--- config.mk ---
export PLATFORM = sky130hd
export DESIGN_NAME = tick_budget_priority_scheduler
export DESIGN_NICKNAME = d
export VERILOG_FILES = /design/src/tbps_pkg.sv /design/src/tbps_cell.sv /design/src/tick_budget_priority_scheduler.sv
export SDC_FILE = /design/constraint.sdc
export NUM_CORES = 1
export LEC_CHECK = 0
export BUFFER_PORTS_ARGS = -buffer_cell sky130_fd_sc_hd__buf_2
export CORE_ASPECT_RATIO = 1.2
export CORE_MARGIN = 2
export CORE_UTILIZATION = 45
export DETAILED_ROUTE_END_ITERATION = 16
export GPL_ROUTABILITY_DRIVEN = 0
export HOLD_SLACK_MARGIN = 0.06
export SLEW_MARGIN = 0
export SYNTH_ARGS = -nofsm -noshare
export SYNTH_HDL_FRONTEND = slang
export SYNTH_SLANG_ARGS = --single-unit
--- constraint.sdc ---
create_clock -name clk -period 4.5 [get_ports clk]
set_input_delay 0.45 -clock clk [delete_from_list [all_inputs] [get_ports clk]]
set_output_delay 0.45 -clock clk [all_outputs]
set_load 0.1 [all_outputs]
--- src/tbps_pkg.sv ---
// shared types and constants for the tick budget priority scheduler
`timescale 1ns / 1ps

package tbps_pkg;

	// slot geometry
	localparam int TASK_SLOTS = 8;
	localparam int SLOT_W     = 3;
	localparam int BUDGET_W   = 8;
	localparam int COUNT_W    = 4;
	localparam int PRIO_W     = TASK_SLOTS * BUDGET_W;
	localparam int CFG_IDX_W  = 2;

	// item kinds
	localparam logic [1:0] KIND_SCHED = 2'd0;
	localparam logic [1:0] KIND_BLOCK = 2'd1;
	localparam logic [1:0] KIND_TICK  = 2'd2;

	// configuration register indexes
	localparam logic [CFG_IDX_W-1:0] REG_TASK_COUNT = 2'd0;
	localparam logic [CFG_IDX_W-1:0] REG_PRIORITY   = 2'd1;

	// running maximum handed from cell to cell during a scan
	typedef struct packed {
		logic                valid;
		logic                found;
		logic [BUDGET_W-1:0] best;
		logic [SLOT_W-1:0]   idx;
	} link_t;

	// per-item controls broadcast to every cell
	typedef struct packed {
		logic              dec_en;
		logic [SLOT_W-1:0] running;
		logic              blk_we;
		logic [SLOT_W-1:0] blk_slot;
		logic              blk_val;
		logic              reload;
	} cell_ctrl_t;

endpackage

--- src/tbps_cell.sv ---
// one task slot: budget and blocked flag, plus one stage of the max scan chain
`timescale 1ns / 1ps

module tbps_cell (
	input  logic                          clk,
	input  logic                          arst_n,
	input  logic [tbps_pkg::SLOT_W-1:0]   my_idx,
	input  logic                          active,
	input  logic [tbps_pkg::BUDGET_W-1:0] prio,
	input  tbps_pkg::cell_ctrl_t          ctrl,
	input  tbps_pkg::link_t               lin,
	output tbps_pkg::link_t               lout,
	output logic                          budget_nz,
	output logic                          blocked
);

	logic [tbps_pkg::BUDGET_W-1:0] budget_q;
	logic                          blocked_q;
	logic                          take;
	logic                          lvalid_q;
	logic                          lfound_q;
	logic [tbps_pkg::BUDGET_W-1:0] lbest_q;
	logic [tbps_pkg::SLOT_W-1:0]   lidx_q;

	assign budget_nz = (budget_q != '0);
	assign blocked   = blocked_q;

	// budget: refill from priority, or lose one tick while running
	always_ff @(posedge clk or negedge arst_n) begin
		if (!arst_n) begin
			budget_q <= '0;
		end else if (ctrl.reload && active && !blocked_q) begin
			budget_q <= prio;
		end else if (ctrl.dec_en && ctrl.running == my_idx && budget_nz) begin
			budget_q <= budget_q - tbps_pkg::BUDGET_W'(1);
		end
	end

	// blocked flag write
	always_ff @(posedge clk or negedge arst_n) begin
		if (!arst_n) begin
			blocked_q <= 1'b0;
		end else if (ctrl.blk_we && ctrl.blk_slot == my_idx) begin
			blocked_q <= ctrl.blk_val;
		end
	end

	// strictly larger wins, so ties stay with the lower slot
	assign take = active && !blocked_q && (budget_q > lin.best);

	// scan token valid
	always_ff @(posedge clk or negedge arst_n) begin
		if (!arst_n) begin
			lvalid_q <= 1'b0;
		end else begin
			lvalid_q <= lin.valid;
		end
	end

	// running maximum payload
	always_ff @(posedge clk) begin
		lfound_q <= take ? 1'b1 : lin.found;
		lbest_q  <= take ? budget_q : lin.best;
		lidx_q   <= take ? my_idx : lin.idx;
	end

	assign lout.valid = lvalid_q;
	assign lout.found = lfound_q;
	assign lout.best  = lbest_q;
	assign lout.idx   = lidx_q;

endmodule

--- src/tick_budget_priority_scheduler.sv ---
// top level: item handshake, sequencer, configuration and the row of slot cells
`timescale 1ns / 1ps

// Each slot cell holds one task's tick budget and blocked flag; picks are made by a
// running-maximum token that walks the eight cells, one cell per clock. Set-blocked,
// tick and ignored items, and a schedule that keeps the running task, go from the
// transfer to the result register and then to the output register. A schedule that
// picks anew waits for one full walk of the chain; one that must refill budgets
// first does a walk, a refill and a second walk. A new item is taken only once the
// previous one has its result registered; a result may wait at the output while
// the next item is already being worked on. Configuration writes are always ready.
module tick_budget_priority_scheduler (
	input  logic                                clk,
	input  logic                                arst_n,
	// configuration write
	input  logic                                cfg_valid,
	output logic                                cfg_ready,
	input  logic [tbps_pkg::CFG_IDX_W-1:0]      cfg_index,
	input  logic [tbps_pkg::PRIO_W-1:0]         cfg_data,
	// item input
	input  logic                                in_valid,
	output logic                                in_stall,
	input  logic [1:0]                          kind,
	input  logic [tbps_pkg::SLOT_W-1:0]         slot,
	input  logic                                blocked,
	// result output
	output logic                                out_valid,
	input  logic                                out_stall,
	output logic [tbps_pkg::SLOT_W-1:0]         current_task,
	output logic                                switched,
	output logic                                reloaded,
	output logic                                none_ready
);

	localparam logic [2:0] ST_IDLE   = 3'd0;
	localparam logic [2:0] ST_SCAN1  = 3'd1;
	localparam logic [2:0] ST_RELOAD = 3'd2;
	localparam logic [2:0] ST_RELNCH = 3'd3;
	localparam logic [2:0] ST_SCAN2  = 3'd4;
	localparam logic [2:0] ST_RESP   = 3'd5;

	logic [2:0]                            state_q;
	logic [2:0]                            state_d;
	logic [tbps_pkg::COUNT_W-1:0]          task_count_q;
	logic [tbps_pkg::PRIO_W-1:0]           priority_q;
	logic [tbps_pkg::SLOT_W-1:0]           running_q;
	logic [tbps_pkg::SLOT_W-1:0]           running_d;
	logic [tbps_pkg::SLOT_W-1:0]           res_task_q;
	logic                                  res_sw_q;
	logic                                  res_rl_q;
	logic                                  res_nr_q;
	logic                                  res_load;
	logic [tbps_pkg::SLOT_W-1:0]           res_task_d;
	logic                                  res_sw_d;
	logic                                  res_rl_d;
	logic                                  res_nr_d;
	logic                                  out_valid_q;
	logic [tbps_pkg::SLOT_W-1:0]           out_task_q;
	logic                                  out_sw_q;
	logic                                  out_rl_q;
	logic                                  out_nr_q;
	logic                                  in_xfer;
	logic                                  out_free;
	logic                                  keep;
	logic                                  launch;
	logic [tbps_pkg::TASK_SLOTS-1:0]       active;
	logic [tbps_pkg::TASK_SLOTS-1:0]       nz_vec;
	logic [tbps_pkg::TASK_SLOTS-1:0]       blk_vec;
	logic [tbps_pkg::TASK_SLOTS:0]         link_vld;
	tbps_pkg::cell_ctrl_t                  ctrl;
	tbps_pkg::link_t                       links [tbps_pkg::TASK_SLOTS+1];
	tbps_pkg::link_t                       tail;

	// configuration registers
	assign cfg_ready = 1'b1;

	always_ff @(posedge clk or negedge arst_n) begin
		if (!arst_n) begin
			task_count_q <= '0;
			priority_q   <= '0;
		end else if (cfg_valid && cfg_ready) begin
			if (cfg_index == tbps_pkg::REG_TASK_COUNT) begin
				task_count_q <= cfg_data[tbps_pkg::COUNT_W-1:0];
			end else if (cfg_index == tbps_pkg::REG_PRIORITY) begin
				priority_q <= cfg_data;
			end
		end
	end

	// handshake
	assign in_stall = (state_q != ST_IDLE);
	assign in_xfer  = in_valid && !in_stall;
	assign out_free = !out_valid_q || !out_stall;

	// keep test on the running task
	assign keep = nz_vec[running_q] && !blk_vec[running_q];

	// start a scan on a schedule that cannot keep, or after a refill
	assign launch = (in_xfer && kind == tbps_pkg::KIND_SCHED && !keep)
		|| (state_q == ST_RELNCH);

	// controls broadcast to the cells
	always_comb begin
		ctrl.dec_en   = in_xfer && kind == tbps_pkg::KIND_TICK;
		ctrl.running  = running_q;
		ctrl.blk_we   = in_xfer && kind == tbps_pkg::KIND_BLOCK;
		ctrl.blk_slot = slot;
		ctrl.blk_val  = blocked;
		ctrl.reload   = (state_q == ST_RELOAD);
	end

	// chain head: empty maximum
	always_comb begin
		links[0].valid = launch;
		links[0].found = 1'b0;
		links[0].best  = '0;
		links[0].idx   = '0;
	end

	// row of slot cells
	for (genvar i = 0; i < tbps_pkg::TASK_SLOTS; i++) begin : g_cell
		assign active[i] = (tbps_pkg::COUNT_W'(i) < task_count_q);

		tbps_cell u_cell (
			.clk       (clk),
			.arst_n    (arst_n),
			.my_idx    (tbps_pkg::SLOT_W'(i)),
			.active    (active[i]),
			.prio      (priority_q[tbps_pkg::BUDGET_W*i +: tbps_pkg::BUDGET_W]),
			.ctrl      (ctrl),
			.lin       (links[i]),
			.lout      (links[i+1]),
			.budget_nz (nz_vec[i]),
			.blocked   (blk_vec[i])
		);
	end

	for (genvar j = 0; j <= tbps_pkg::TASK_SLOTS; j++) begin : g_vld
		assign link_vld[j] = links[j].valid;
	end

	assign tail = links[tbps_pkg::TASK_SLOTS];

	// sequencer
	always_comb begin
		state_d    = state_q;
		running_d  = running_q;
		res_load   = 1'b0;
		res_task_d = running_q;
		res_sw_d   = 1'b0;
		res_rl_d   = 1'b0;
		res_nr_d   = 1'b0;
		unique case (state_q)
			ST_IDLE: begin
				if (in_xfer) begin
					if (kind == tbps_pkg::KIND_SCHED && !keep) begin
						state_d = ST_SCAN1;
					end else begin
						res_load = 1'b1;
						state_d  = ST_RESP;
					end
				end
			end
			ST_SCAN1: begin
				if (tail.valid) begin
					if (tail.found) begin
						running_d  = tail.idx;
						res_load   = 1'b1;
						res_task_d = tail.idx;
						res_sw_d   = (tail.idx != running_q);
						state_d    = ST_RESP;
					end else begin
						state_d = ST_RELOAD;
					end
				end
			end
			ST_RELOAD: begin
				state_d = ST_RELNCH;
			end
			ST_RELNCH: begin
				state_d = ST_SCAN2;
			end
			ST_SCAN2: begin
				if (tail.valid) begin
					res_load = 1'b1;
					res_rl_d = 1'b1;
					if (tail.found) begin
						running_d  = tail.idx;
						res_task_d = tail.idx;
						res_sw_d   = (tail.idx != running_q);
					end else begin
						res_nr_d = 1'b1;
					end
					state_d = ST_RESP;
				end
			end
			ST_RESP: begin
				if (out_free) begin
					state_d = ST_IDLE;
				end
			end
			default: begin
				state_d = ST_IDLE;
			end
		endcase
	end

	// sequencer state and running task
	always_ff @(posedge clk or negedge arst_n) begin
		if (!arst_n) begin
			state_q   <= ST_IDLE;
			running_q <= '0;
		end else begin
			state_q   <= state_d;
			running_q <= running_d;
		end
	end

	// finished result waiting for the output register
	always_ff @(posedge clk) begin
		if (res_load) begin
			res_task_q <= res_task_d;
			res_sw_q   <= res_sw_d;
			res_rl_q   <= res_rl_d;
			res_nr_q   <= res_nr_d;
		end
	end

	// output register
	always_ff @(posedge clk or negedge arst_n) begin
		if (!arst_n) begin
			out_valid_q <= 1'b0;
		end else if (state_q == ST_RESP && out_free) begin
			out_valid_q <= 1'b1;
		end else if (!out_stall) begin
			out_valid_q <= 1'b0;
		end
	end

	always_ff @(posedge clk) begin
		if (state_q == ST_RESP && out_free) begin
			out_task_q <= res_task_q;
			out_sw_q   <= res_sw_q;
			out_rl_q   <= res_rl_q;
			out_nr_q   <= res_nr_q;
		end
	end

	assign out_valid    = out_valid_q;
	assign current_task = out_task_q;
	assign switched     = out_sw_q;
	assign reloaded     = out_rl_q;
	assign none_ready   = out_nr_q;

	// only one scan token in the chain at a time
	assert property (@(posedge clk) disable iff (!arst_n) $onehot0(link_vld))
		else $error("more than one scan token in the cell chain");

	// the token leaves the chain only while a scan is awaited
	assert property (@(posedge clk) disable iff (!arst_n)
		tail.valid |-> (state_q == ST_SCAN1 || state_q == ST_SCAN2))
		else $error("scan token reached the chain end outside a scan");

	// an accepted item always makes the sequencer busy
	assert property (@(posedge clk) disable iff (!arst_n)
		in_xfer |=> (state_q != ST_IDLE))
		else $error("item transfer did not start work");

	// none_ready is reported only after a refill
	assert property (@(posedge clk) disable iff (!arst_n)
		(out_valid && none_ready) |-> reloaded)
		else $error("none_ready reported without a refill");

endmodule
Yosys cells after proc, flatten, opt, wreduce, memory -nomap -nowiden
Cells that the tools add are included.

word-level totals
  register bits = 248
  input bits = 77
  output and inout bits = 9

operators by class
  add/subtract/negate cells = 8
  order comparisons = 17
  eq/ne operators = 28
  multiplexer cells = 46
  bitwise operators = 1
  reductions and logical operators = 107

operator list
  operator             number
  $mux 8               22
  $logic_and 1x1->1    64
  $reduce_bool 8->1    8
  $sub 8x1->8 const B  8
  $gt 8x8->1           7
  $eq 3x3->1 const B   10
  $mux 3               9
  $eq 3x2->1 const B   6
  $pmux 3 s6           1
  $lt 3x4->1 const A   4
  $reduce_bool 2->1    8
  $logic_not 1->1      13
  $mux 1               11
  $eq 3x1->1 const B   3
  $logic_not 3->1      3
  $gt 8x1->1 const B   1
  $lt 1x4->1 const A   2
  $lt 2x4->1 const A   2
  $bmux 1 s3           2
  $ne 2x1->1 const B   3
  $reduce_and 3->1     2
  $eq 2x1->1 const B   2
  $logic_not 2->1      2
  $lt 3x4->1 const B   1
  10 further kinds     13

Logic depth before layout (Yosys ltp)
Gate-level depths: netlist of run 1.

  depth in word-level cells = 9
  gate-level depth with buffers = 9
  depth with buffers taken out = 8

Hierarchy
A second synthesis of run 1 with hierarchy kept.

unflattened totals
  cells, all modules = 1,189
  area total of the unflattened synthesis = 13,277.7 um2

modules (own cells, without submodules)
  module                            instances  cells an instance  area an instance (um2)  sequential area each (um2)
  tbps_cell (g_cell[0].u_cell ...)  7          119                1,216.2                 490.5
  tick_budget_priority_scheduler    1          234                3,530.9                 2,237.1
  tbps_cell (g_cell[3].u_cell)      1          122                1,233.7                 490.5

Worst setup path before layout of run 1
No wires, ideal clock.

  path kind = register to register
  start = reg g_cell[0].u_cell.budget_q[3] in the netlist's numbering
  end = reg res_nr_q (enable)
  setup time = 326 ps
  data arrival time = 2,351 ps
  data required time = 4,174 ps
  setup slack = 1,823 ps
  stages on the path, launching flop included = 8
  path buffers = 1
  clock period less this slack = 2,677 ps
  path through = dfrtp_1 > clkbuf_1 > or4_1 > o41a_1 > nor4_1 > nor3_1 > nor4_1 > o21ai_0

on the way
  cells in the longest elaborated chain, start to end = 9

ends and longest elaborated chain
  what                          RTL line                               text
  from (decl)                   tbps_cell.sv:17                        logic [tbps_pkg::BUDGET_W-1:0] budget_q;
  from (signal assigned)        tbps_cell.sv:33                        budget_q <= prio;
  from (signal assigned)        tbps_cell.sv:35                        budget_q <= budget_q - tbps_pkg::BUDGET_W'(1);
  $reduce_bool 8->1             tbps_cell.sv:25                        assign budget_nz = (budget_q != '0);
  $bmux 1 s3                    tick_budget_priority_scheduler.sv:96   assign keep = nz_vec[running_q] && !blk_vec[running_q];
  $mux 1 (implied by the code)  tick_budget_priority_scheduler.sv:96
  $logic_and 1x1->1             tick_budget_priority_scheduler.sv:96
  $logic_not 1->1               tick_budget_priority_scheduler.sv:156  if (kind == tbps_pkg::KIND_SCHED && !keep) begin
  $logic_and 1x1->1             tick_budget_priority_scheduler.sv:156
  $mux 1                        tick_budget_priority_scheduler.sv:156
  $mux 1                        tick_budget_priority_scheduler.sv:155  if (in_xfer) begin
  $pmux 1 s3                    tick_budget_priority_scheduler.sv:153  unique case (state_q)
  named net res_load            tick_budget_priority_scheduler.sv:52   logic res_load;
  to (signal assigned)          tick_budget_priority_scheduler.sv:225  res_nr_q <= res_nr_d;
  to (decl)                     tick_budget_priority_scheduler.sv:51   logic res_nr_q;

The timed path passes the listed nets, and every way through them passes these cells. The select of a mux whose other input is x is not followed.
A chain may end at the register's enable or synchronous reset.

Worst setup path after layout of run 1
  start = reg g_cell[0].u_cell.budget_q[4] in the netlist's numbering
  end = reg res_task_q[0] in the netlist's numbering (enable)

on the way
  cells in the longest elaborated chain, start to end = 9

ends and longest elaborated chain
  what                          RTL line                               text
  $reduce_bool 8->1             tbps_cell.sv:25
  $bmux 1 s3                    tick_budget_priority_scheduler.sv:96
  $mux 1 (implied by the code)  tick_budget_priority_scheduler.sv:96
  $logic_and 1x1->1             tick_budget_priority_scheduler.sv:96
  $logic_not 1->1               tick_budget_priority_scheduler.sv:156
  $logic_and 1x1->1             tick_budget_priority_scheduler.sv:156
  $mux 1                        tick_budget_priority_scheduler.sv:156
  $mux 1                        tick_budget_priority_scheduler.sv:155
  $pmux 1 s3                    tick_budget_priority_scheduler.sv:153
  named net res_load            tick_budget_priority_scheduler.sv:52
  to (signal assigned)          tick_budget_priority_scheduler.sv:222  res_task_q <= res_task_d;
  to (decl)                     tick_budget_priority_scheduler.sv:48   logic [tbps_pkg::SLOT_W-1:0] res_task_q;

The timed path passes the listed nets, and every way through them passes these cells. The select of a mux whose other input is x is not followed.

==> run_results.csv, run 1 <==
group,metric,value,unit
run_status,status,"completed",
setup_path,worstReg2RegEnd,"res_task_q[0]$_DFFE_PP_",
setup_path,cp-start-kind,"flop",
final_layout,area_delta_synth_final,14.0,%
power,power_frac_comb,0.285,
sta,fmax,0.287,GHz
clocking,clkTransAtPathRegs,0.06,ns
sta,relSlewSlack,0.282,
die,dieArea,27200,um^2
setup_path,cpLargestDelayFamily,"simple AND/OR/NAND/NOR gates",
clocking,cts_tree,"done",
drt,vias_per_cell,5.35,
drt,routed_wirelength,25100,um
setup_path,cp.required,4.68,ns
power,internal_power,0.00503,W
synthesis,netlist.area_leader.share,0.333,
sta,setup_violations,0,
global_route,grtUsageTotal,0.191,
power,seqPwrFrac,0.431,
global_route,use_met3,0.0337,
drt,drt_iter0_markers,436,
clocking,cts_setup_buffers,0,
sta,whs,0.152,ns
global_route,busiest_layer,"met2",
power,total_leakage_power,5.70,nW
die,core_area,25500,um^2
power,power.switching,0.00243,W
setup_path,max_stage_delay,0.65,ns
hold_path,worst_hold_startpoint,"cfg_data[22]",
clocking,cts_num_sinks,248,
setup_path,path_max_fanout,7,
sta,tns,0,ns
setup_path,r2r_cells,6,
setup_path,crit_chain,"or4_1, o41a_1, nor4_1, nor3_1, nor4_1, o21ai_0",
drt,wl_per_cell,16.6,um
clocking,root_buffer,"clkbuf_16",
sta,hold_violations,0,
sta,finClkSkew,0.0111,ns
setup_path,reg2reg_from,"g_cell[0].u_cell.budget_q[4]$_DFFE_PN0P_",
hold_path,hold_end,"priority_q[22]$_DFFE_PN0P_",
global_route,antenna_found_initial,4,
setup_path,regToRegSetupSlack,1.02,ns
placement,dp_hpwl,18500,um
sta,period_minus_slack,3.48,ns
power,power.share.clock,0.284,
global_route,grt_max_degree,93,
placement,place_ws,1.12,ns
drt,via_count,8095,
synthesis,yosys_most_used_dff,"dfrtp_1",
global_route,use_met2,0.333,
hold_path,hp-class,"in -> reg",
clocking,cts_buffer_depth,3,
die,pin_count,86,
setup_path,endpoint_kind,"flop",
drt,antenna_left,0,
drt,drcViolationCount,0,
sta,setup_ws,1.02,ns
sta,maxSlewViolCount,0,
hold_path,min_path_cells,2,
setup_path,critPathSlowestCell,"nor4_1",
job,maxCapViolations,0,
final_layout,layout-drive-gt1-share,0.240,
synthesis,async_reset_ff_frac,0.625,
synthesis,syn_area_per_cell,10.9,um^2
sta,rsz0062_at_grt,"no",
synthesis,synth_fp_nets,1220,
setup_path,crit_arrival,3.66,ns
setup_path,crit_buf_inv,0,
global_route,grt_pass1_vias,8114,
drt,first_pass_iters,6,
die,start_util,0.457,
setup_path,worstSetupPathType,"reg -> reg",
clocking,numCtsBuffers,27,
power,power_density,562,nW/um^2
final_layout,num-nets-final,1310,
synthesis,synth_area_leaders,"dfrtp_1, dfxtp_1, mux2_2",
synthesis,yosys_warnings,0,
sta,worst_pin_slew,1.08,ns
sta,min_period_over_period,0.773,
synthesis,ys_types,61,
synthesis,netlist_instances,1071,
global_route,grt.overflow.total,0,
power,switching_share,0.326,
die,rows,64,
power,ir_worst_vdd,0.327,mV
synthesis,ys_ff_latch,248,
die,die_height,180,um
synthesis,ys_seq_area_frac,0.504,
clocking,insertion_delay,0.53,ns
synthesis,netlist.top_cell.by_area,"dfrtp_1",
synthesis,syn_area,11600,um^2
clocking,cts_resized,0,
synthesis,synth_edf_count,12,
clocking,h-tree-depth,1,
placement,io_buffers,84,
global_route,use_met1,0.245,
setup_path,cpMostUsedCell,"nor4_1",
global_route,grt_pass1_wl,41800,um
die,dieWidth,151,um
## cell type report
class | count | area (um^2)
antenna | 3 | 7.51
clock buffer | 39 | 771
clock inverter | 10 | 80.1
fill | 2302 | 12200
inverter | 76 | 285
multi-input combinational | 714 | 5350
sequential | 248 | 5860
tap | 330 | 413
timing repair buffer | 94 | 504
## kinds of logic (layout without fill, tap and decap cells)
kind of cell | Yosys count | after routing | share of synthesized area
adder cells (fa/ha/maj) | 72 | 72 | 0.0774
flip-flops | 248 | 248 | 0.504
XOR/XNOR | 25 | 25 | 0.0188
multiplexers | 129 | 129 | 0.126
buffers and inverters | 109 | 219 | 0.0368
AND/OR/NAND/NOR | 315 | 315 | 0.141
AO/OA/AOI/OAI | 172 | 172 | 0.0962
other | 1 | 4 | 0.000322
## state kept, by name, summed over array words and instances, names as in the netlist
register,cells
g_cell.u_cell.budget_q,64
priority_q,64
g_cell.u_cell.lbest_q,56
g_cell.u_cell.lidx_q,17
g_cell.u_cell.blocked,8
g_cell.u_cell.lfound_q,8
g_cell.u_cell.lvalid_q,8
task_count_q,4
current_task,3
res_task_q,3
running_q,3
state_q,3
none_ready,1
out_valid,1
reloaded,1
res_nr_q,1
res_rl_q,1
res_sw_q,1
switched,1
## worst max path at each step
stage,cells past startpoint,startpoint,end
2_1_floorplan,7,g_cell[0].u_cell.budget_q[3]$_DFFE_PN0P_,res_nr_q$_SDFFCE_PN0P_
3_3_place_gp,6,g_cell[0].u_cell.budget_q[4]$_DFFE_PN0P_,res_task_q[0]$_DFFE_PP_
3_5_place_dp,6,g_cell[0].u_cell.budget_q[4]$_DFFE_PN0P_,res_task_q[0]$_DFFE_PP_
4_1_cts,6,g_cell[0].u_cell.budget_q[4]$_DFFE_PN0P_,res_sw_q$_SDFFCE_PN0P_
5_1_grt,6,g_cell[0].u_cell.budget_q[4]$_DFFE_PN0P_,res_task_q[0]$_DFFE_PP_
6_report,6,g_cell[0].u_cell.budget_q[4]$_DFFE_PN0P_,res_task_q[0]$_DFFE_PP_
## power by group through the flow
stage / logic [W] / clock network (W) / registers, W
floorplan: 0.00159 / 0 / 0.00320
global placement: 0.00210 / 0 / 0.00324
detailed placement: 0.00214 / 0 / 0.00325
CTS: 0.00216 / 0.00218 / 0.00322
global route: 0.00240 / 0.00227 / 0.00329
finish: 0.00213 / 0.00211 / 0.00321
## what timing repair did
item,in CTS,in global routing
setup endpoints to repair,0,0
hold endpoints to repair,14,0
hold buffers,1,0
## synthesized netlist by cell type (all sizes together), types with 4 or more instances
library cell and n:
nor4b 5, nand4 11, nor3 24, o21bai 6, o311ai 7, nor4 17
nand2b 10, dfrtp 155, nand3b 6, dfxtp 81, buf 4, o221a 6
o211ai 10, nor2b 16, a221o 12, a31oi 10, clkbuf 29, xnor2 8
inv 76, or2 18, and2 11, ha 72, o21ai 49, o21a 5
mux2i 11, mux2 116, and3 5, nor2 54, a21oi 43, edfxtp 12
o22ai 4, nand2 85, nor3b 10, nand3 31, a21o 6, xor2 17
## layer usage
metal,part of all wire,vias up
met5,0.00052,-
met4,0.017,2
met1,0.43,3906
met2,0.50,153
li1,-,4001
met3,0.048,33
## cells in the final DEF, fill, tap and decap left out, drive strengths merged, types with 8 or more instances in the layout
cell / synthesis / routed
and2: 11 / 11
a221o: 12 / 12
mux2: 116 / 116
xnor2: 8 / 8
xor2: 17 / 17
inv: 76 / 77
nor2: 54 / 54
nand3: 31 / 31
nand2b: 10 / 10
ha: 72 / 72
nor4: 17 / 17
mux2i: 11 / 11
edfxtp: 12 / 12
nor3b: 10 / 10
dfrtp: 155 / 155
a31oi: 10 / 10
o211ai: 10 / 10
clkbuf: 29 / 39
a21oi: 43 / 43
dfxtp: 81 / 81
nor3: 24 / 24
nand4: 11 / 11
o21ai: 49 / 49
or2: 18 / 18
buf: 4 / 93
nor2b: 16 / 16
nand2: 85 / 85
## through the flow
stage                      util  instance area, um^2  total power [W]  std cells
final                     0.521                13300          0.00745       1514
after global routing      0.521                13300          0.00795       1511
after CTS                 0.521                13300          0.00755       1511
after detailed placement  0.487                12400          0.00539       1461
after global placement    0.487                12400          0.00535       1461
after floorplan               -                11600          0.00480       1071
(Power assumes the default switching activity.)
==> inputs of run 2 (changes only) <==
==> constraint.sdc (replaced) <==
create_clock -name clk -period 3.18 [get_ports clk]
set_input_delay 0.318 -clock clk [delete_from_list [all_inputs] [get_ports clk]]
set_output_delay 0.318 -clock clk [all_outputs]
set_load 0.1 [all_outputs]
==> run_results.csv, run 2 (synthesized netlist as in run 1, its figures left out) <==
group,metric,value,unit
sta,setup_violations,0,
final_layout,multi_input_area,5360,um^2
sta,whs,0.151,ns
setup_path,cp.required,3.36,ns
clocking,numCtsBuffers,26,
drt,routed_wirelength,26000,um
setup_path,crit_arrival,3.21,ns
global_route,grt_max_degree,72,
sta,hold_violations,0,
global_route,grt_pass1_vias,8461,
final_layout,seq_area,5860,um^2
die,dieWidth,151,um
global_route,antenna_found_initial,4,
die,core_area,25500,um^2
sta,rsz0062_at_grt,"no",
global_route,grt_pass1_wl,43000,um
final_layout,final_common_cell,"dfrtp_1",
global_route,grt.overflow.total,0,
clocking,cts_tree,"done",
final_layout,num-nets-final,1394,
die,pin_count,86,
sta,period_minus_slack,3.03,ns
sta,maxSlewViolCount,0,
drt,antenna_left,0,
clocking,cts_setup_buffers,0,
final_layout,biggestRegsByFlops,"g_cell.u_cell.budget_q (64), priority_q (64), g_cell.u_cell.lbest_q (56)",
drt,drt_iter0_markers,348,
job,maxCapViolations,0,
clocking,h-tree-depth,1,
power,power_density,775,nW/um^2
clocking,root_buffer,"clkbuf_16",
placement,place_inst,1481,
hold_path,min_path_cells,2,
hold_path,hp-class,"in -> reg",
setup_path,cp-start-kind,"flop",
die,dieArea,27200,um^2
power,finalPower,0.0110,W
clocking,insertion_delay,0.53,ns
setup_path,r2r_cells,7,
clocking,cts_num_sinks,248,
run_status,status,"completed",
final_layout,area_delta_synth_final,21.8,%
drt,wl_per_cell,16.3,um
sta,worst_pin_slew,0.923,ns
final_layout,finalNonFillerCells,1597,
final_layout,layout-drive-gt1-share,0.240,
drt,first_pass_iters,4,
power,ir_worst_vdd,0.523,mV
setup_path,endpoint_kind,"flop",
final_layout,fill_cells,2243,
placement,io_buffers,84,
sta,setup_ws,0.148,ns
clocking,clkTransAtPathRegs,0.06,ns
final_layout,final_cell_mix,"dfrtp_1, mux2_2, nand2_1",
die,die_height,180,um
setup_path,path_max_fanout,7,
global_route,grtUsageTotal,0.196,
sta,fmax,0.330,GHz
drt,drcViolationCount,0,
setup_path,worstSetupPathType,"reg -> reg",
sta,min_period_over_period,0.953,
placement,place_ws,-0.0185,ns
drt,via_count,8387,
sta,relSlewSlack,0.379,
die,start_util,0.457,
clocking,cts_buffer_depth,3,
placement,dp_hpwl,18900,um
final_layout,finish.utilization,0.557,
drt,vias_per_cell,5.25,
sta,finClkSkew,0.0130,ns
power,total_leakage_power,6.11,nW
die,rows,64,
-- run 2: cell type report --
| cell class | instances | share of cell area |
|---|---|---|
| Antenna cell | 2 | 0.000353 |
| Multi-Input combinational cell | 714 | 0.378 |
| Clock buffer | 41 | 0.0580 |
| Clock inverter | 7 | 0.00786 |
| Sequential cell | 248 | 0.413 |
| Inverter | 76 | 0.0201 |
| Timing Repair Buffer | 179 | 0.0929 |
| Tap cell | 330 | 0.0291 |
-- run 2: path summary, 6_finish.rpt --
check | from | end | slack (ns)
max | g_cell[0].u_cell.budget_q[4]$_DFFE_PN0P_ | res_task_q[0]$_DFFE_PP_ | 0.15
min | blocked | g_cell[6].u_cell.blocked$_DFFE_PN0P_ | 0.15
max reg2reg | g_cell[0].u_cell.budget_q[4]$_DFFE_PN0P_ | res_task_q[0]$_DFFE_PP_ | 0.15
min reg2reg | g_cell[5].u_cell.lvalid_q$_DFF_PN0_ | g_cell[6].u_cell.lvalid_q$_DFF_PN0_ | 0.35
max in group asynchronous | arst_n | g_cell[7].u_cell.budget_q[7]$_DFFE_PN0P_ | 1.98
min in group asynchronous | arst_n | g_cell[4].u_cell.budget_q[2]$_DFFE_PN0P_ | 0.38
-- run 2: report_power, final --
| group | switching, W | internal (W) | total [W] | leakage, nW |
|---|---|---|---|---|
| Combinational | 0.00172 | 0.00153 | 0.00325 | 3.04 |
| Sequential | 0.000517 | 0.00398 | 0.00449 | 2.61 |
| Clock | 0.00122 | 0.00202 | 0.00324 | 0.459 |
| Total | 0.00347 | 0.00752 | 0.0110 | 6.11 |
-- run 2: worst max-delay path, cell delays in order, from the launching register on --
cell     delay (ns)
dfrtp_1        0.43
or4_1          0.61
o41a_1         0.44
nor4_2         0.34
nor3_1         0.10
nor4_2         0.31
buf_4          0.19
o21ai_0        0.26
-- run 2: metrics by stage --
| stage | TNS (ns) | area (um^2) |
|---|---|---|
| finish | 0 | 14200 |
| CTS | 0 | 14200 |
| floorplan | 0 | 11600 |
| detailed placement | -0.111 | 12600 |
| global placement | 0 | 12600 |
| global route | 0 | 14200 |
-- run 2: routing by layer --
layer,up-vias,wire (um),track usage,part of all wire
li1,4162,-,-,-
met1,4020,11500,0.254,0.44
met2,146,12800,0.337,0.49
met3,55,1100,0.0327,0.042
met4,4,658,0.0564,0.025
met5,-,24,0,0.00092
-- run 2: what timing repair did --
| item | 4_1_cts | 5_1_grt |
|---|---|---|
| gates resized for setup | 1 | 1 |
| endpoints found under the hold margin | 137 | 0 |
| pin swaps | 0 | 0 |
| setup endpoints to repair | 6 | 6 |
| hold buffers | 66 | 0 |
==> inputs of run 3 (changes only) <==
--- a/config.mk
+++ b/config.mk
@@ -5,6 +5,7 @@
 export SDC_FILE = /design/constraint.sdc
 export NUM_CORES = 1
 export LEC_CHECK = 0
+export ABC_AREA = 1
 export BUFFER_PORTS_ARGS = -buffer_cell sky130_fd_sc_hd__buf_2
 export CORE_ASPECT_RATIO = 1.2
 export CORE_MARGIN = 2
==> run_results.csv, run 3 <==
group,metric,value,unit
final_layout,layout-drive-gt1-share,0.144,
clocking,numCtsBuffers,27,
hold_path,worst_hold_startpoint,"cfg_data[42]",
sta,relSlewSlack,0.503,
sta,tns,0,ns
setup_path,max_stage_delay,0.37,ns
setup_path,worstSetupPathType,"reg -> reg",
drt,drt_iter0_markers,523,
clocking,h-tree-depth,1,
global_route,grtUsageTotal,0.201,
sta,fmax,0.448,GHz
placement,dp_hpwl,19700,um
global_route,antenna_found_initial,1,
clocking,cts_num_sinks,248,
synthesis,yosys_warnings,0,
final_layout,final_cell_mix,"nand2_1, inv_1, dfrtp_1",
final_layout,fin_area,14100,um^2
die,die_height,181,um
final_layout,multi_input_area,5080,um^2
synthesis,async_reset_ff_frac,0.625,
clocking,cts_tree,"done",
sta,min_period_over_period,0.701,
synthesis,synth_area_leaders,"dfrtp_1, dfxtp_1, ha_1",
setup_path,endpoint_kind,"flop",
sta,rsz0062_at_grt,"no",
sta,setup_violations,0,
clocking,insertion_delay,0.53,ns
synthesis,netlist.top_cell.by_area,"dfrtp_1",
setup_path,startpoint,"g_cell[1].u_cell.budget_q[0]$_DFFE_PN0P_",
run_status,status,"completed",
setup_path,cp-start-kind,"flop",
global_route,grt_pass1_vias,9174,
setup_path,crit_buf_inv,1,
die,start_util,0.460,
sta,whs,0.0825,ns
power,power_density,866,nW/um^2
sta,hold_violations,0,
sta,worst_pin_slew,0.746,ns
drt,routed_wirelength,27000,um
synthesis,syn_area_per_cell,9.03,um^2
final_layout,area_delta_synth_final,19.5,%
synthesis,yosys_most_used_dff,"dfrtp_1",
synthesis,ys_seq_area_frac,0.497,
placement,post_dp_cell_area,12600,um^2
die,dieWidth,152,um
clocking,cts_setup_buffers,0,
final_layout,fill_cells,2353,
synthesis,synth_fp_nets,1455,
drt,via_count,9107,
setup_path,crit_chain,"inv_1, ha_1, nand3_1, nor2_1, nor2_1, nor2_1, nand2_1, nand2_1, nand3_1, nand2_1, nand2_1",
clocking,root_buffer,"clkbuf_16",
power,finalPower,0.0122,W
die,dieArea,27500,um^2
synthesis,ys_types,47,
global_route,grt_max_degree,82,
setup_path,cpLargestDelayFamily,"simple AND/OR/NAND/NOR gates",
power,ir_worst_vdd,0.496,mV
job,maxCapViolations,0,
final_layout,antenna_cells,0,
setup_path,crit_arrival,2.43,ns
setup_path,cp.required,3.38,ns
setup_path,critPathSlowestCell,"nor2_1",
synthesis,netlist.area_leader.share,0.329,
setup_path,reg2reg_from,"g_cell[1].u_cell.budget_q[0]$_DFFE_PN0P_",
final_layout,num-nets-final,1614,
placement,io_buffers,84,
drt,drcViolationCount,0,
clocking,cts_buffer_depth,3,
synthesis,netlist_top_cells_count,"nand2_1, inv_1, dfrtp_1",
synthesis,netlist_instances,1306,
clocking,clkTransAtPathRegs,0.06,ns
die,rows,64,
global_route,grt.overflow.total,0,
final_layout,biggestRegsByFlops,"g_cell.u_cell.budget_q (64), priority_q (64), g_cell.u_cell.lbest_q (56)",
drt,vias_per_cell,5.01,
sta,maxSlewViolCount,0,
synthesis,syn_area,11800,um^2
global_route,grt_pass1_wl,44600,um
final_layout,seq_area,5860,um^2
synthesis,yosysMostFrequentCell,"nand2_1",
setup_path,cpMostUsedCell,"nand2_1",
die,core_area,25600,um^2
hold_path,hp-class,"in -> reg",
sta,finClkSkew,0.0225,ns
die,pin_count,86,
drt,first_pass_iters,4,
clocking,cts_resized,0,
drt,antenna_left,0,
synthesis,synth_edf_count,12,
power,total_leakage_power,6.72,nW
synthesis,ys_ff_latch,248,
setup_path,path_max_fanout,7,
drt,wl_per_cell,14.9,um
sta,period_minus_slack,2.23,ns
final_layout,final_common_cell,"nand2_1",
[run 3: changes by cell type after synthesis, moves of 15 or more]
| cell | previous run | this run |
|---|---|---|
| a21oi_1 | 43 | 73 |
| clkbuf_1 | 29 | 14 |
| inv_1 | 76 | 195 |
| mux2_2 | 116 | 47 |
| nand2_1 | 85 | 214 |
| nor2_1 | 54 | 137 |
| nor2b_1 | 16 | 0 |
| nor4_1 | 17 | 1 |
| o21ai_0 | 49 | 69 |
| o221ai_1 | 0 | 17 |
| xor2_1 | 17 | 35 |
[run 3: path summary, 6_finish.rpt]
path,to,slack [ns],cells after the start
worst max-delay path,res_nr_q$_SDFFCE_PN0P_,0.95,11
worst min-delay path,priority_q[42]$_DFFE_PN0P_,0.08,3
worst max register to register,res_nr_q$_SDFFCE_PN0P_,0.95,11
worst min register to register,g_cell[3].u_cell.lvalid_q$_DFF_PN0_,0.35,0
max in group asynchronous,g_cell[2].u_cell.budget_q[5]$_DFFE_PN0P_,1.91,3
min in group asynchronous,g_cell[6].u_cell.budget_q[1]$_DFFE_PN0P_,0.42,2
[run 3: power breakdown]
part | internal, W | switching (W) | total [W]
combinational | 0.00157 | 0.00254 | 0.00411
clock | 0.00182 | 0.00124 | 0.00306
sequential | 0.00426 | 0.000769 | 0.00503
[run 3: worst register-to-register path, delay by kind of cell, from the launching register on]
family | cells | cell delay [ns]
flip-flops | 1 | 0.33
AND/OR/NAND/NOR | 9 | 1.23
buffers and inverters | 1 | 0.12
adder cells (fa/ha/maj) | 1 | 0.23
[run 3: kinds of logic after synthesis]
| family | Yosys count | synth area share |
|---|---|---|
| fa+ha+maj | 72 | 0.0764 |
| xor+xnor | 40 | 0.0297 |
| buf+inv | 222 | 0.0719 |
| flops | 248 | 0.497 |
| simple gates | 455 | 0.168 |
| other cells | 1 | 0.000318 |
| compound gates | 221 | 0.112 |
| mux | 47 | 0.0449 |
[run 3: repair_timing]
action                                  4_1_cts  5_1_grt
hold buffers                                 62        0
endpoints found under the setup margin        0        0
endpoints found under the hold margin       134        0
[run 3: metal layers]
metal  GRT usage  routed length, um  vias up
li1            -                  -     4623
met1       0.253              11700     4252
met2       0.354              13500      172
met3      0.0273                947       58
met4      0.0648                806        2
met5           0                 13        -
[run 3: cell type report]
type | instances | share of cell area
clock buffers | 38 | 0.0537
clock inverters | 12 | 0.00817
inverters | 203 | 0.0541
multi-input cells | 836 | 0.361
flip-flops and latches | 248 | 0.416
well taps | 330 | 0.0293
repair buffers | 149 | 0.0777
[run 3: stage by stage]
step	worst slack (ns)	utilization	instances
global route	0.753	0.550	1816
CTS	0.966	0.550	1816
finish	0.950	0.550	1816
floorplan	1.29	-	1306
detailed placement	0.980	0.491	1704
global placement	0.963	0.491	1704
